--- src/sv/dcvp_pkg.sv ---
package dcvp_pkg;

  localparam int VAL_W = 16;
  localparam int CNT_W = 4;
  localparam int DSR_W = VAL_W + 1;
  localparam logic [VAL_W-1:0] THR_RESET = 16'hFFFF;

  typedef enum logic [2:0] {
    S_IDLE,
    S_EVAL,
    S_DLOAD,
    S_DIV_EDGE,
    S_ACCUM,
    S_MLOAD,
    S_DIV_MEAN,
    S_EMIT
  } state_t;

  typedef struct packed {
    logic capture;
    logic mult;
    logic load_edge;
    logic load_mean;
    logic div_step;
    logic accum;
    logic emit;
  } cmd_t;

  typedef struct packed {
    logic in_valid;
    logic hit;
    logic last;
    logic hits_zero;
    logic out_free;
  } status_t;

endpackage

--- src/sv/dcvp_ctrl.sv ---
module dcvp_ctrl import dcvp_pkg::*; #(
  parameter int POS_WIDTH = 20
) (
  input  logic    clk,
  input  logic    rst,
  input  status_t st,
  output cmd_t    cmd,
  output logic    in_ready
);

  localparam int QW = POS_WIDTH + 1;
  localparam int CW = $clog2(QW);

  state_t          state;
  state_t          state_next;
  logic [CW-1:0]   cnt;
  logic [CW-1:0]   cnt_next;

  always_ff @(posedge clk) begin
    if (rst) begin
      state <= S_IDLE;
      cnt   <= '0;
    end else begin
      state <= state_next;
      cnt   <= cnt_next;
    end
  end

  always_comb begin
    state_next = state;
    cnt_next   = cnt;
    case (state)
      S_IDLE: begin
        if (st.in_valid) begin
          state_next = S_EVAL;
        end
      end
      S_EVAL: begin
        if (st.hit) begin
          state_next = S_DLOAD;
        end else if (st.last) begin
          state_next = st.hits_zero ? S_EMIT : S_MLOAD;
        end else begin
          state_next = S_IDLE;
        end
      end
      S_DLOAD: begin
        cnt_next   = CW'(QW - 1);
        state_next = S_DIV_EDGE;
      end
      S_DIV_EDGE: begin
        cnt_next = cnt - 1'b1;
        if (cnt == '0) begin
          state_next = S_ACCUM;
        end
      end
      S_ACCUM: begin
        state_next = st.last ? S_MLOAD : S_IDLE;
      end
      S_MLOAD: begin
        cnt_next   = CW'(QW - 1);
        state_next = S_DIV_MEAN;
      end
      S_DIV_MEAN: begin
        cnt_next = cnt - 1'b1;
        if (cnt == '0) begin
          state_next = S_EMIT;
        end
      end
      S_EMIT: begin
        if (st.out_free) begin
          state_next = S_IDLE;
        end
      end
      default: begin
        state_next = S_IDLE;
      end
    endcase
  end

  always_comb begin
    cmd      = '0;
    in_ready = 1'b0;
    case (state)
      S_IDLE: begin
        in_ready    = 1'b1;
        cmd.capture = st.in_valid;
      end
      S_EVAL:     cmd.mult      = 1'b1;
      S_DLOAD:    cmd.load_edge = 1'b1;
      S_DIV_EDGE: cmd.div_step  = 1'b1;
      S_ACCUM:    cmd.accum     = 1'b1;
      S_MLOAD:    cmd.load_mean = 1'b1;
      S_DIV_MEAN: cmd.div_step  = 1'b1;
      S_EMIT:     cmd.emit      = st.out_free;
      default: begin
        cmd = '0;
      end
    endcase
  end

  a_capture_eval: assert property (@(posedge clk) disable iff (rst)
    cmd.capture |=> state == S_EVAL)
    else $error("captured word not evaluated");

  a_div_to_accum: assert property (@(posedge clk) disable iff (rst)
    (state == S_DIV_EDGE && cnt == '0) |=> cmd.accum)
    else $error("edge division did not end in accumulation");

  a_accum_counts: assert property (@(posedge clk) disable iff (rst)
    cmd.accum |=> !st.hits_zero)
    else $error("accumulation did not count a crossing");

endmodule

--- config.mk ---
export PLATFORM = sky130hd
export DESIGN_NAME = dcvp_ctrl
export DESIGN_NICKNAME = d
export VERILOG_FILES = /design/src/sv/dcvp_pkg.sv /design/src/sv/dcvp_ctrl.sv
export SDC_FILE = /design/constraint.sdc
export NUM_CORES = 1
export LEC_CHECK = 0
export BUFFER_PORTS_ARGS = -buffer_cell sky130_fd_sc_hd__buf_4
export CAP_MARGIN = 10
export CELL_PAD_IN_SITES_DETAIL_PLACEMENT = 1
export CELL_PAD_IN_SITES_GLOBAL_PLACEMENT = 1
export CORE_ASPECT_RATIO = 1.2
export CORE_UTILIZATION = 36
export DETAILED_ROUTE_END_ITERATION = 8
export PLACE_DENSITY_LB_ADDON = 0.1
export RECOVER_POWER = 100
export SYNTH_ARGS = -nofsm -noshare
export SYNTH_HDL_FRONTEND = slang
export SYNTH_SLANG_ARGS = --single-unit
--- constraint.sdc ---
create_clock -name clk -period 2.23 [get_ports clk]
set_input_delay 0.3345 -clock clk [delete_from_list [all_inputs] [get_ports clk]]
set_output_delay 0.3345 -clock clk [all_outputs]
set_load 0.01 [all_outputs]
# Yosys cells after proc, flatten, opt, wreduce, memory -nomap -nowiden

Cells that the tools add are included.

Add/sub/neg operators: 1
Multiply operators: 0
Multiplexer cells: 18
Shifts and indexed selects: 0
Bitwise logic cells: 0
Reductions and logical operators: 6
Eq/ne operators: 11
Divide/modulo/power cells: 0
$lt $le $gt $ge: 0

Operators with widths:

| cell                                                | count |
|---|---|
| case mux 3 bit (8 select lines)                     | 1 |
| 2-to-1 mux 3 bit                                    | 7 |
| equality test 3 bit, second input constant          | 4 |
| case mux 5 bit (2 select lines)                     | 1 |
| 2-to-1 mux 1 bit                                    | 8 |
| != test 2 bit, second input constant                | 4 |
| equality test 3 x 2 -> 1 bit, second input constant | 2 |
| zero test 5 bit                                     | 1 |
| subtractor 5 x 1 -> 5 bit, second input constant    | 1 |
| AND reduction 4 bit                                 | 1 |
| OR reduction 2 bit                                  | 2 |
| equality test 3 x 1 -> 1 bit, second input constant | 1 |
| zero test 3 bit                                     | 1 |
| 2-to-1 mux 2 bit                                    | 1 |
| nonzero test 2 bit                                  | 1 |

Memory bits (writable): 0
Memory bits (read-only): 0
Output and inout port bits: 8
Word-level logic and storage cells: 38
Register bits: 8
Memories: 0
Bits in latches: 0

# Longest topological paths before layout

Gate-level depths: netlist of run 1.

Depth in word-level cells: 4
Gate-level depth with buffers: 6
Depth with buffers taken out: 6

# Worst setup path after synthesis of run 1

No wires, ideal clock.

Kind: flip-flop to flip-flop
From: reg cnt[0]
To: reg state[2]
Setup slack: 0.646 ns
Library setup time: 0.122 ns
Clock period less this slack: 1.584 ns
Stages on the path, launching flop included: 6
Data required time: 2.108 ns
Path buffers: 0
Arrival time: 1.463 ns
Path through: dfxtp_1 inv_1 ha_1 or4b_4 and2_4 o311a_1

Cells in the longest elaborated chain, start to end: 3

RTL lines:

| item                              | RTL line                         | source |
|---|---|---|
| from (decl)                       | dcvp_ctrl.sv:16                  | `logic [CW-1:0] cnt;` |
| from (signal assigned)            | dcvp_ctrl.sv:25                  | `cnt <= cnt_next;` |
| zero test 5 bit (*)               | dcvp_ctrl.sv:53, dcvp_ctrl.sv:66 |  |
| != test 2 bit (no line)           | -                                |  |
| AND reduction 4 bit (no line) (*) | -                                |  |
| to (signal assigned)              | dcvp_ctrl.sv:24                  | `state <= state_next;` |
| to (decl)                         | dcvp_ctrl.sv:14                  | `state_t state;` |

Every way passes the cells marked *; elsewhere a longest branch is shown, timed or not.
A chain may end at the register's enable or synchronous reset.

==> results, run 1 <==
- The flow ran to the end, and the final reports show no timing, DRC or antenna violations.
- Combinational cells account for 25.9% of the total power.
- The internal portion of the total power is approximately 0.26 mW.
- The highest ir drop seen on vdd is 0.227 mV.
- The largest total area in the synthesized netlist belongs to sky130_fd_sc_hd__dfxtp_1.
- In this run the tightest slew margin relative to its limit is around 64%.
- The via count of the first global-routing pass came to between 700 and 800.
- The number of buffers between clock root and the deepest sink is 2.
- The number of hold violations in the final report is 0.
- The analysis attributes to cell leakage a power of 0.317 nW.
- Sequential elements use 24.5% of the synthesized area.
- In the routed design, unresolved DRC markers number 0.
- The layout overhead on the synthesized area is 15.3%.
- The routed wire length per instance is about 15 microns.
- The die covers 0.00199 sq mm.
- The most frequent cell after synthesis is sky130_fd_sc_hd__a21oi_1.
- In the post-synthesis netlist, the biggest area contributors are sky130_fd_sc_hd__dfxtp_1, sky130_fd_sc_hd__a21oi_1, sky130_fd_sc_hd__nor3_1.
- The critical path runs through a total of 4 cells.
- The placed cell count is 118.
- In this run the worst path has a maximum fanout of 16.
- Row generation in the floorplan step produced 16 rows.
- For this design the ratio of total power to cell area is 521 mW/mm^2.
- The number of H-tree levels is 1.
- Together, buffers and inverters on the worst path number 2.
- The post-layout instance count excluding filler cells is 121.
- The minimum clock period after layout is 1.94 ns.
- The number of antenna violations at the first check in global routing was 0.
- The final number of max-transition violations is 0.
- For this run, the top clock speed supported by timing is 0.515 GHz.
- TritonCTS built the clock tree.
- The worst hold path cell count is 2.
- The initial detailed-routing violation count is 6.
- For this design the total switching power over the nets is 0.132 mW.
- For the pin with the worst max-slew slack, the measured transition is 0.544 ns.
- After synthesis the netlist holds a flip-flop and latch count of 8.
- The number of sinks driven by the clock tree is 8.
- The count of pins on the block boundary is 15.
- The switching part of the total is 33.6%.
- The number of instances in the synthesized netlist is between 90 and 100.
- Ranked by instance count, the synthesized netlist is headed by sky130_fd_sc_hd__a21oi_1, sky130_fd_sc_hd__dfxtp_1, sky130_fd_sc_hd__nor2_1.
- The count of max-cap constraint violations is 0.
- The number of hold buffers added after cts is 0.
- The worst setup path is captured at a primary output.
- The worst-skew pair later-pin latency is 0.26 ns.
- The signal on the critical path passes through buf_4, nand2b_1, a21oi_1, clkbuf_1.
- The clock share of power is 30.1%.
- The die is 40.9 microns wide.
- The clock input transition at the sequential cells of the worst setup and hold paths is 0.07 ns.
- The total routed wirelength is between 1500 and 2000 microns.
- The largest net degree at the start of global routing is 18.
- The ratio of routed vias to standard cells is 5.80.
- The starting density of the core is 39.3%.
- The floorplan step set the die height to 48.7 microns.
- The total overflow left after global routing is 0.
- The setup check on the worst reg-to-reg path leaves a slack of 0.46 ns.
- Adding up every negative setup slack in the final design gives 0 ns.
- The critical path is of the register to primary output type.
- The kind of launch point of the worst setup path is a register.
- The slowest cell on the critical path is sky130_fd_sc_hd__dfxtp_1.
- The first global-routing pass estimated 2990 microns of wire.
- The yosys synthesis warning count is 0.
- The detailed router placed 702 vias in this run.
- The number of antenna repair diodes is 0.
- The number of cells upsized or downsized after cts is 0.
- Dividing the final minimum period by the clock period gives 87.1%.
- The count of cells along the worst register-to-register path is 5.
- Buffers added to address setup during post-CTS repair amount to 0.
- The number of nets still failing antenna checks after routing is 0.
- Setup repair after global routing left no endpoint under its margin.
- The placeable core region is 0.00166 sq mm.
- Each instance of the synthesized netlist takes up on average 7.18 sq um.
- Grouping stages by cell kind, the critical path spends the most delay in flip-flops.
- The number of different library cells used by synthesis comes to 34.
- The root buffer cell is sky130_fd_sc_hd__clkbuf_4.
- The mapped netlist covers between 600 and 700 sq um.
- In this design, the stage delay of the slowest critical-path cell is between 0.6 and 0.7 ns.
- During placement, the flow inserted port buffers numbering 14.
- The number of buffers created by CTS is 3.
- The worst slack at placement is about 0.56 ns.
- The total routing resource utilization after global routing is 21.1%.
- The share of Yosys cell area claimed by the top area cell type is 24.5%.
- The final worst setup slack is roughly 0.29 ns.
- After synthesis, the share of flip-flops with an asynchronous set or reset is 0%.
- The number of flops mapped to enable cells by yosys is 0.
- The register share of total power is 44.0%.
- Among all flip-flop cells after synthesis, the most frequent one is sky130_fd_sc_hd__dfxtp_1.
- The wire-length estimate of the detail-placed layout is 1340 microns.
- The number of nets produced by synthesis is 99.
- After the last flow step, the layout net total stands at about 110.
- The routability congestion estimate is between 0.6 and 0.7.
- The required time at the endpoint of the critical path is roughly 1.9 ns.
- The fraction of final layout cells sized beyond drive strength 1 is 14.6%.
- The iteration count of the initial detailed-routing pass is 4.
- Data arrives at the worst endpoint at 1.61 ns.
- The path class of the tightest hold or removal check is input port to register.
- The final count of negative-setup-slack endpoints is 0.
- The maximum clock skew at final layout is just under 0.01 ns.
state kept, by name, indices dropped and copies added, names as in the netlist:
register / count
cnt: 5
state: 3
worst reg2reg max path, stage by stage, from the launching register on:
cell and delay [ns]:
sky130_fd_sc_hd__dfxtp_1 0.36, sky130_fd_sc_hd__inv_1 0.08, sky130_fd_sc_hd__ha_1 0.18, sky130_fd_sc_hd__or4b_1 0.50, sky130_fd_sc_hd__and2_0 0.25, sky130_fd_sc_hd__o311a_1 0.31
path summary, 6_finish.rpt:
check,start,endpoint
setup reg to reg,cnt[0]$_SDFFE_PP0P_,state[2]$_SDFFE_PP0P_
hold reg to reg,cnt[4]$_SDFFE_PP0P_,cnt[4]$_SDFFE_PP0P_
setup / recovery,state[2]$_SDFFE_PP0P_,cmd[2]
hold / removal,rst,cnt[4]$_SDFFE_PP0P_
per-layer routing:
layer,vias to the layer above,GRT usage (%),part of all wire [%]
li1,346,-,-
met2,12,33.9,51
met4,0,8.33,1.2
met5,-,0,0
met1,340,25.7,45
met3,4,4.59,3.3
power groups by stage:
stage               combinational [mW]  sequential (mW)  clock (mW)
floorplan                       0.0870            0.161           0
global placement                 0.111            0.176           0
detailed placement               0.113            0.176           0
CTS                              0.114            0.173       0.120
global route                     0.114            0.176       0.126
finish                           0.102            0.173       0.118
cells in the final DEF, fill, tap and decap left out, types with 2 or more instances in the layout:
master                     n
sky130_fd_sc_hd__clkbuf_1  7
sky130_fd_sc_hd__clkbuf_4  3
sky130_fd_sc_hd__dfxtp_1   8
sky130_fd_sc_hd__and3_1    2
sky130_fd_sc_hd__a31oi_1   2
sky130_fd_sc_hd__nor2_1    8
sky130_fd_sc_hd__nor3_1    6
sky130_fd_sc_hd__nand3_1   2
sky130_fd_sc_hd__and2_0    2
sky130_fd_sc_hd__nand2_1   7
sky130_fd_sc_hd__inv_1     7
sky130_fd_sc_hd__buf_4     9
sky130_fd_sc_hd__nor2b_1   2
sky130_fd_sc_hd__maj3_1    2
sky130_fd_sc_hd__o21ai_0   5
sky130_fd_sc_hd__a211oi_1  2
sky130_fd_sc_hd__nand2b_1  4
sky130_fd_sc_hd__a21oi_1   9
cell families (layout without fill, tap and decap cells):
kind of cell	count (synthesis)	after routing	synth area share, %
AND/OR/NAND/NOR	36	36	28.9
AO/OA/AOI/OAI	28	28	29.5
buffers and inverters	14	26	9.00
flip-flops	8	8	24.5
adder cells (fa/ha/maj)	3	3	4.98
XOR/XNOR	1	1	1.34
multiplexers	1	1	1.72
stage by stage:
stage / hold WS, ns / total power, mW / util [%] / instance area [sq um]
6_report: 0.325 / 0.393 / 45.3 / 753
5_1_grt: 0.331 / 0.415 / 45.3 / 753
4_1_cts: 0.317 / 0.407 / 47.3 / 786
3_5_place_dp: 0.507 / 0.289 / 45.9 / 763
3_3_place_gp: 0.495 / 0.287 / 45.9 / 763
2_1_floorplan: 0.476 / 0.248 / - / 653
layout make-up:
type / count / area, sq um
fill: 230 / 908
multi-input combinational: 69 / 428
sequential: 8 / 160
timing repair buffer: 16 / 93.8
inverter: 7 / 26.3
clock buffer: 3 / 22.5
tap: 18 / 22.5
Power figures use the tool's default switching activity.
==> inputs of run 2 (changes only) <==
Settings changed: CORE_ASPECT_RATIO 1.2 to not set.
==> run 2 against run 1 <==
Effect of this change:
- maximum frequency decreased by 6.6%
- cell area is 0.66% lower
- routed wire length down 2.5%
- die area barely moved
- global-route usage is 1.8 points lower
- utilization shrank 1.5 points
- non-clock buffer count decreased by 1
- combinational power down 4%
- sequential share of layout area up 0.14 points
- first-iteration DRC count is 17% higher
- largest cell class unchanged
==> results, run 2 (synthesized netlist as in run 1, its figures left out) <==
- The run finished with clean final reports.
- The iteration count of the initial detailed-routing pass came to 4 (unchanged).
- The kind of path behind the tightest hold check is input port to register.
- The power density of the placed cells is 513 mW/mm^2 (-1.7%).
- The total routed wirelength is 1750 microns (-2.5%).
- The routed wire length per instance was 13.8 microns (-7.1%).
- The signal on the critical path passes through nand2_1, nor2_1, clkbuf_1.
- The endpoint type of the worst setup path is a primary output.
- The number of antenna repair diodes is 0 (unchanged).
- The fraction of final layout cells sized beyond drive strength 1 is 12.7% (-1.8 points).
- The number of DRC violations after detailed routing is 0 (unchanged).
- The number of fill cells was 234 (+1.7%).
- In this run the critical register-to-register path is captured at state[2]$_SDFFE_PP0P_.
- The initial detailed-routing violation count is 7 (+1).
- The minimum clock period after layout is 2.08 ns (+0.138 ns).
- The slowest cell on the critical path is sky130_fd_sc_hd__dfxtp_1.
- The arrival time of the worst setup path is 1.75 ns (+0.14 ns).
- The final instance area came to 748 sq um (-0.66%).
- The commonest non-fill, non-tap cell in the layout is sky130_fd_sc_hd__a21oi_1.
- The maximum achievable frequency is 0.481 GHz (-6.6%).
- In the final layout, the registers with the most flip-flops are cnt: 5 flops, state: 3 flops.
- The largest net degree at the start of global routing was 24 (+6).
- The post-CTS setup-driven buffer insertion count was 0 (unchanged).
- In the layout the commonest cells are sky130_fd_sc_hd__a21oi_1, sky130_fd_sc_hd__nor2_1, sky130_fd_sc_hd__dfxtp_1, sky130_fd_sc_hd__buf_4.
- The number of H-tree levels is 1 (unchanged).
- The worst hold path cell count was 2 (unchanged).
- The total routing resource utilization after global routing is 19.3% (-1.8 points).
- The number of nets in the layout is 112 (-0.88%).
- The starting density of the core is 38.2% (-1.1 points).
- The count of pins on the block boundary was 15 (unchanged).
- The count of cells along the worst register-to-register path was 5 (unchanged).
- The number of nets still failing antenna checks after routing is 0 (unchanged).
- The area taken by flip-flops and latches was 160 sq um (unchanged).
- The kind of launch point of the worst setup path is a register.
- The number of sinks driven by the clock tree is 8 (unchanged).
- The register-to-register setup slack is 0.42 ns (-0.04 ns).
- In this run the critical register-to-register path is launched from cnt[0]$_SDFFE_PP0P_.
- The final count of negative-setup-slack endpoints is 0 (unchanged).
- The flip-flop count of the largest register, all copies and words added was 5 (unchanged).
- The static leakage power came to 0.308 nW (-2.9%).
- The ratio of routed vias to standard cells came to 5.24 (-9.7%).
- The setup path with the least slack is of type register to primary output.
- Setup repair after global routing left no endpoint under its margin.
- The horizontal extent of the die came to 44.6 microns (+9.1%).
- The routability congestion estimate is 0.733 (+5.1%).
- The maximum clock skew at final layout came to 0.00573 ns (-0.00418 ns).
- The highest ir drop seen on vdd came to 0.227 mV (about the same).
- The transition time at the pin with the least slew margin is 0.769 ns (+0.225 ns).
- The final number of max-transition violations is 0 (unchanged).
- The normalized max-slew margin was 48.7% (-15 points).
- The largest stage delay on the critical path came to 0.82 ns (+0.16 ns).
- The placed cell area came to 764 sq um (+0.16%).
- The required time at the endpoint of the critical path is 1.90 ns (about the same).
- The worst-skew pair later-pin latency is 0.25 ns (about the same).
- The aggregate negative setup slack came to 0 ns (unchanged).
- The number of antenna violations at the first check in global routing is 0 (unchanged).
- From synthesis to final layout, the design area changed by 14.6%.
- The share of the clock period used by the worst path is 93.3% (+6.2 points).
- The count of max-cap constraint violations is 0 (unchanged).
- The first-pass GRT wire length is 2900 microns (-3.2%).
- cnt holds more flip-flops than any other register.
- The number of hold buffers added after cts was 0 (unchanged).
- The worst hold endpoint is cnt[4]$_SDFFE_PP0P_.
- The placeable core region is 0.00171 sq mm (+2.8%).
- The via count of the first global-routing pass is 667 (-5.1%).
- The detailed-route via count is 665 (-5.3%).
- The worst-path maximum fanout is 23 (+7).
- The half-perimeter wire length after placement came to 1250 microns (-6.2%).
- The total die area is 0.00199 sq mm (about the same).
- The number of hold violations in the final report was 0 (unchanged).
- The launching element of the worst setup path is state[2]$_SDFFE_PP0P_.
- The number of buffers created by CTS came to 3 (unchanged).
- The area of combinational cells with multiple inputs is 422 sq um (-1.5%).
- The root buffer cell is sky130_fd_sc_hd__clkbuf_4.
- The clock input transition at the sequential cells of the worst setup and hold paths is 0.06 ns (about the same).
- The floorplan die height is 44.6 microns (-8.4%).
- The number of cells upsized or downsized after cts is 0 (unchanged).
- The number of buffers between clock root and the deepest sink is 2 (unchanged).
- The clock tree from TritonCTS is done.
- The count of input and output buffers is 14 (unchanged).
- In this run the most critical hold path is launched from rst.
- The global-route congestion overflow total is 0 (unchanged).
- The cell row count was 15 (-1).
==> run 2: changes by cell type in the layout (fill, tap and decap cells not counted) <==
cell / before / now
sky130_fd_sc_hd__buf_4: 9 / 8
sky130_fd_sc_hd__a221oi_1: 0 / 1
sky130_fd_sc_hd__a221oi_2: 1 / 0
==> run 2: report_power, final <==
group,switching (mW),internal [mW],total (mW)
Clock,0.0489,0.0616,0.111
Sequential,0.0225,0.152,0.175
Combinational,0.0521,0.0461,0.0982
Total,0.124,0.260,0.383
==> run 2: worst max path at each step <==
stage | to | slack, ns
2_1_floorplan | state[2]$_SDFFE_PP0P_ | 0.65
3_3_place_gp | cmd[0] | 0.48
3_5_place_dp | cmd[0] | 0.46
4_1_cts | cmd[0] | 0.16
5_1_grt | cmd[3] | 0.01
6_report | cmd[0] | 0.15
==> run 2: layout make-up <==
| cell class | count | share of cell area, % |
|---|---|---|
| sequential | 8 | 21.4 |
| multi-input combinational | 69 | 56.4 |
| clock buffer | 3 | 3.01 |
| inverter | 7 | 3.51 |
| tap | 25 | 4.18 |
| timing repair buffer | 15 | 11.5 |
==> run 2: through the flow <==
stage          worst slack, ns  hold WS, ns  util, %  total power, mW  instances
6_report                 0.150        0.328     43.8            0.383        127
5_1_grt                 0.0141        0.330     43.8            0.407        127
4_1_cts                  0.165        0.331     46.1            0.398        127
3_5_place_dp             0.456        0.507     44.8            0.288        124
3_3_place_gp             0.479        0.503     44.8            0.284        124
2_1_floorplan            0.646        0.476        -            0.248         91
==> run 2: critical path: cells and delay by family (launching register included) <==
kind	cells	cell delay, ns
buf+inv	1	0.16
flops	1	0.82
simple gates	2	0.51
==> run 2: per-layer routing <==
layer / GRT usage, % / vias to the layer above / share of wire, %
li1: - / 348 / -
met1: 24.9 / 299 / 51
met5: 0 / - / 0
met4: 4.85 / 0 / 0.46
met3: 3.67 / 2 / 3.4
met2: 32.9 / 16 / 45
